===== config.mk =====
export PLATFORM = sky130hd
export DESIGN_NAME = uvs_phase_div
export DESIGN_NICKNAME = d
export VERILOG_FILES = /design/src/rtl/core/uvs_pkg.sv /design/src/rtl/core/uvs_phase_div.sv
export SDC_FILE = /design/constraint.sdc
export NUM_CORES = 1
export LEC_CHECK = 0
export BUFFER_PORTS_ARGS = -buffer_cell sky130_fd_sc_hd__buf_4
export CELL_PAD_IN_SITES_DETAIL_PLACEMENT = 2
export CELL_PAD_IN_SITES_GLOBAL_PLACEMENT = 2
export CORE_MARGIN = 2
export CORE_UTILIZATION = 40
export CTS_BUF_LIST = sky130_fd_sc_hd__clkbuf_8
export CTS_CLUSTER_SIZE = 14
export DETAILED_ROUTE_END_ITERATION = 8
export PLACE_DENSITY = 0.85
export SYNTH_ARGS = -nofsm -noshare
export SYNTH_HDL_FRONTEND = slang
export SYNTH_SLANG_ARGS = --single-unit

===== constraint.sdc =====
create_clock -name clk -period 10.9 [get_ports clk]
set_input_delay 1.09 -clock clk [delete_from_list [all_inputs] [get_ports clk]]
set_output_delay 1.09 -clock clk [all_outputs]
set_load 0.05 [all_outputs]

===== src/rtl/core/uvs_pkg.sv =====
package uvs_pkg;

  localparam int PHASE_W      = 32;
  localparam int NUM_W        = 40;
  localparam int DIV_STAGES   = 10;
  localparam int DIV_STEPS    = NUM_W / DIV_STAGES;
  localparam int LANE_STAGES  = 24;
  localparam int COMB_STAGES  = 2;
  localparam int TOTAL_STAGES = DIV_STAGES + LANE_STAGES + COMB_STAGES;

  // configuration register indexes
  localparam logic [1:0] REG_RADIUS       = 2'd0;
  localparam logic [1:0] REG_RING_COUNT   = 2'd1;
  localparam logic [1:0] REG_SECTOR_COUNT = 2'd2;

  localparam logic [PHASE_W-1:0] QUARTER_TURN = 32'h4000_0000;

  // signed q30 sample
  typedef logic signed [31:0] q30_t;

endpackage


===== src/rtl/core/uvs_phase_div.sv =====
module uvs_phase_div import uvs_pkg::*; (
  input  logic                  clk,
  input  logic [DIV_STAGES-1:0] en,
  input  logic [NUM_W-1:0]      numer,
  input  logic [7:0]            divisor,
  output logic [PHASE_W-1:0]    quotient
);

  logic [NUM_W-1:0] w_r   [DIV_STAGES];
  logic [NUM_W-1:0] w_nxt [DIV_STAGES];
  logic [7:0]       rem_r   [DIV_STAGES];
  logic [7:0]       rem_nxt [DIV_STAGES];

  for (genvar i = 0; i < DIV_STAGES; i++) begin : g_stage
    logic [NUM_W-1:0] w_in;
    logic [7:0]       rem_in;

    if (i == 0) begin : g_first
      assign w_in   = numer;
      assign rem_in = 8'd0;
    end else begin : g_rest
      assign w_in   = w_r[i-1];
      assign rem_in = rem_r[i-1];
    end

    // restoring long division, quotient bits shift in from the bottom
    always_comb begin
      logic [8:0]       t;
      logic [NUM_W-1:0] w;
      logic [7:0]       rem;
      w   = w_in;
      rem = rem_in;
      for (int j = 0; j < DIV_STEPS; j++) begin
        t = {rem, w[NUM_W-1]};
        w = {w[NUM_W-2:0], 1'b0};
        if (t >= {1'b0, divisor}) begin
          rem  = 8'(t - {1'b0, divisor});
          w[0] = 1'b1;
        end else begin
          rem = t[7:0];
        end
      end
      w_nxt[i]   = w;
      rem_nxt[i] = rem;
    end

    always_ff @(posedge clk) begin
      if (en[i]) begin
        w_r[i]   <= w_nxt[i];
        rem_r[i] <= rem_nxt[i];
      end
    end
  end

  assign quotient = w_r[DIV_STAGES-1][PHASE_W-1:0];

endmodule


After elaboration in Yosys (flattened, before gate mapping)
Memories as Yosys holds them, arrays and structs flattened. Cells that the tools add are included.

Bits in latches: 0. Bits in read-only memories: 0. Memories kept: 2. Bits in registers: 0. Logic and storage cells: 182. RAM bits: 480. Output and inout port bits: 32.

Memory list: w_r (words 10, width 40, rd ports 10, clocked after Yosys merged registers in 0, wr ports 10, line uvs_phase_div.sv:9) `logic [NUM_W-1:0] w_r [DIV_STAGES];`; rem_r (words 10, width 8, rd ports 9, clocked after Yosys merged registers in 0, wr ports 10, line uvs_phase_div.sv:11) `logic [7:0] rem_r [DIV_STAGES];`.

Shift-type cells: 0. Reduce and logical (&&, ||, !) cells: 0. Bitwise logic cells: 0. Magnitude comparators: 40. Equality and inequality tests: 0. Mux-type cells: 100. Div/mod/pow operators: 0. Add/sub/neg operators: 40. Multiply operators: 0.

Operators with widths (number): $ge 9x8->1 (39); $mux 8 (40); $sub 8x8->8 (39); $mux 1 (60); $ge 1x8->1 (1); $sub 1x8->8 (1).

Longest topological paths before layout
An unclocked memory read counts as a cell.

Depth after elaboration: 9. Mapped depth: 42. Mapped depth without buffers: 40.

Least setup slack after synthesis
Ideal clock, no wire load.

Kind: input to register. Start: input divisor[1]. End: memory rem_r[3][3] (data pin). Data required time: 10.627 ns. Path slack: 0.175 ns. Data arrival time: 10.452 ns. Stages: 41. Cells stage by stage: inv_1 > ha_1 > nor2b_1 > o31a_1 > nor4_1 > o21ai_1 > clkbuf_1 > o21ai_0 > inv_1 > ha_1 > a21oi_1 > o21ai_0 > o21ai_0 > a21o_1 > nand2_1 > clkbuf_1 > nand2_1 > o21a_1 > [5 not listed] > a21oi_1 > nor4_1 > or2_2 > clkbuf_1 > buf_1 > nand2_1 > o21ai_0 > ha_1 > nor2b_1 > o21ai_0 > a21boi_0 > o21ai_0 > a21oi_1 > o22ai_1 > nor4b_1 > a31o_2 > buf_2 > o221ai_1.

RTL lines: start, declared (line uvs_phase_div.sv:5) `input logic [7:0] divisor,`; end, declared (line uvs_phase_div.sv:11).

==> Implementation_results.wiki <==
{| class="wikitable"
! Metric !! Value
|-
| Outcome || finished clean
|-
| Fraction of the mapped netlist area in compound gates || 14.4%
|-
| Remaining DRCs || 0
|-
| Most used flip-flop cell after synthesis || sky130_fd_sc_hd__edfxtp_1
|-
| Setup repair after global routing missed its margin || true
|-
| Post-CTS repair timing setup buffer count || 0
|-
| Maximum clock frequency || 0.0940 GHz
|-
| Share of post-route cells with drive strength above 1 || 14.8%
|-
| Layout fillers || 7253
|-
| Global-route wire length before repair || 160000 um
|-
| Setup crit end || rem_r[5][4]
|-
| Post-synthesis area per instance || 10.8 sq um
|-
| CP Capture Type || register
|-
| Remaining number of nets flagged by the antenna check after routing || 0
|-
| Via count of the first global-routing pass || 26392
|-
| Total global-route track usage || 28.4%
|-
| DP Wirelength || 75500 um
|-
| Netlist Area Pre-Place || 28200 sq um
|-
| Min setup slack post-route || 0.259 ns
|-
| CP Launch Type || input port
|-
| Number of instances in the synthesized netlist || 2603
|-
| Worst Clk Skew || 0.0394 ns
|-
| Nets || 3213
|-
| Share of Yosys cell area claimed by the top area cell type || 42.2%
|-
| Worst Path Max Fanout || 17
|-
| Actual transition at the worst max-transition pin || 0.809 ns
|-
| GRT Residual Overflow || 0
|-
| Ranking of synthesized cells by instance count || sky130_fd_sc_hd__edfxtp_1, sky130_fd_sc_hd__ha_1, sky130_fd_sc_hd__inv_1
|-
| Async set-reset flop share out of synthesis || 0%
|-
| Crit. Startpoint || divisor[1]
|-
| Kind of critical path || in2reg
|-
| Overall die width || 269 um
|-
| WL/cell || 27.5 um
|-
| Clock transition at the register clock pins on the worst setup and hold paths after CTS || 0.07 ns
|-
| Maximum buffer depth of the clock tree || 3
|-
| Input/output buffers || 90
|-
| Worst min path class || reg2reg
|-
| Register-to-register setup slack || 0.60 ns
|-
| Tcrit/Tclk final || 97.6%
|-
| Slowest stage delay, CP || 0.43 ns
|-
| Fin Hold WS || 0.403 ns
|-
| Sum of buffers and inverters on the critical path || 6
|-
| Hold-fix buffer count after cts || 0
|-
| Post-placement setup slack || -0.704 ns
|-
| Endpoint required time on the critical path || 11.33 ns
|-
| Final Hold Violating Endpoints || 0
|-
| Most repeated library cell on the critical path || sky130_fd_sc_hd__a21oi_1
|-
| Maximum number of pins on one net before global-route repair || 45
|-
| Weighted congestion at the end of routability-driven global placement || 0.889
|-
| Slowest CP cell || sky130_fd_sc_hd__mux2i_2
|-
| Clock tree from TritonCTS || done
|-
| Arr. time, crit path || 11.07 ns
|-
| Max-cap check violation count || 0
|-
| Number of antenna violations at the first check in global routing || 1
|-
| Number of cells in the design after placement || 3665
|-
| Non-filler cells, final || 3798
|-
| Portion of the post-synthesis area used by sequential elements || 42.2%
|-
| Number of cells on the critical path || 38
|-
| Register bit total from synthesis || 396
|-
| Cell Rows || 97
|-
| Count of distinct cell types in the synthesized netlist || 95
|-
| Vias post-DR || 22732
|-
| Die Outline Area || 72500 sq um
|-
| Clock latency of the later-clocked register in the worst-skew pair || 0.70 ns
|-
| Reg-to-reg startpoint || rem_r[3][3]
|-
| Detailed-route wire length || 104000 um
|-
| Chip Height || 269 um
|-
| Most frequent cell after synthesis || sky130_fd_sc_hd__edfxtp_1
|-
| Initial DRC Count || 1341
|-
| First-pass detailed-route iteration total || 6
|-
| Proportion of synthesized area in mux cells || 5.47%
|-
| Relative max-transition margin || 45.5%
|-
| Number of clock sinks || 396
|-
| Area grow syn2layout || 13.3%
|-
| Adder-cell share of the synthesized area || 16.7%
|-
| Shortest period the worst path allows || 10.64 ns
|-
| Pins Over Slew Limit || 0
|-
| Total CTS buffers || 75
|-
| Number of cells on the worst reg-to-reg path || 37
|-
| Net count of the mapped netlist || 3014
|-
| H-tree depth || 3
|-
| Core Region || 69900 sq um
|-
| Clock Tree Root || sky130_fd_sc_hd__clkbuf_8
|-
| Boundary Pins || 91
|-
| Number of synthesized flops with an enable pin || 396
|-
| Startpoint of the tightest hold check path || w_r[7][17]
|-
| Post-synthesis share of cell area spent on xor and xnor gates || 5.88%
|-
| Post-Synth Simple-Gate Area || 12.3%
|-
| Worst flop-to-flop path endpoint || rem_r[4][7]
|-
| Dominant combinational cell family by area after synthesis || adder cells
|-
| Largest area contributor in the synthesized netlist || sky130_fd_sc_hd__edfxtp_1
|-
| Initial cell density of the core || 40.3%
|-
| Endpoints failing setup || 0
|-
| Via density per instance || 5.99
|-
| Crit-path leading delay family || compound AO/OA/AOI/OAI gates
|-
| Synthesis Warnings || 0
|-
| Cell types occupying the most area after synthesis || sky130_fd_sc_hd__edfxtp_1, sky130_fd_sc_hd__ha_1, sky130_fd_sc_hd__xnor2_1, sky130_fd_sc_hd__mux2_2, sky130_fd_sc_hd__o21ai_0
|}
-- layout make-up --
class                   instances  area [sq um]  share of cell area, %
multi-input cells            1981         15500                   48.6
well taps                     940          1180                   3.69
repair buffers                145          1100                   3.46
diodes                          1          2.50                0.00784
inverters                     203           766                   2.40
flip-flops and latches        396         11900                   37.3
clock inverters                57           425                   1.33
clock buffers                  75          1030                   3.24
-- kinds of logic (layout without fill, tap and decap cells) --
family                   after synthesis  in the layout
AO/OA/AOI/OAI                        614            614
XOR/XNOR                             189            189
adder cells (fa/ha/maj)              352            352
buffers and inverters                226            480
flip-flops                           396            396
multiplexers                         141            141
other                                  0              1
AND/OR/NAND/NOR                      685            685
-- sequential cells by signal (all words and copies together), names as in the netlist --
name   count
w_r      324
rem_r     72
-- cell usage in the layout (no fill, tap or decap), types with 45 or more instances in the layout --
cell type                    n
sky130_fd_sc_hd__edfxtp_1  396
sky130_fd_sc_hd__ha_1      314
sky130_fd_sc_hd__inv_1     205
sky130_fd_sc_hd__nor2_1    174
sky130_fd_sc_hd__o21ai_0   168
sky130_fd_sc_hd__nand2_1   164
sky130_fd_sc_hd__a21oi_1   154
sky130_fd_sc_hd__buf_4     141
sky130_fd_sc_hd__xnor2_1   120
sky130_fd_sc_hd__mux2_2     85
sky130_fd_sc_hd__nor2b_1    81
sky130_fd_sc_hd__clkbuf_8   75
sky130_fd_sc_hd__xor2_1     69
sky130_fd_sc_hd__mux2i_1    52
sky130_fd_sc_hd__a21o_1     48
sky130_fd_sc_hd__nor3_1     45
-- stage by stage --
stage | setup TNS [ns] | util (%) | instance area (sq um)
4_1_cts | 0 | 45.5 | 31800
3_3_place_gp | 0 | 43.4 | 30300
6_report | 0 | 45.6 | 31900
3_5_place_dp | -12.95 | 43.4 | 30300
2_1_floorplan | 0 | - | 28200
5_1_grt | -1.97 | 45.6 | 31900
-- worst min path at each step --
stage               depth (start not counted)  slack [ns]    endpoint
floorplan                                   0        0.40  w_r[1][10]
global placement                            0        0.40  w_r[6][19]
detailed placement                          0        0.41  w_r[3][24]
CTS                                         0        0.41  w_r[3][24]
global route                                0        0.42  w_r[8][21]
finish                                      0        0.40  w_r[8][21]
-- repair_timing --
item | CTS | global route
pin swaps | 0 | 1
endpoints found under the setup margin | 17 | 51
resized for setup | 4 | 26
-- routing by layer --
layer / track usage (%) / part of all wire (%)
met3: 4.74 / 4.3
met4: 15.4 / 6.1
met5: 0 / 0
met1: 30.7 / 38
met2: 52.8 / 52
Power is left out: the tool's default activity adds up to more than one toggle a clock period on the data nets, which glitch-free logic cannot reach.
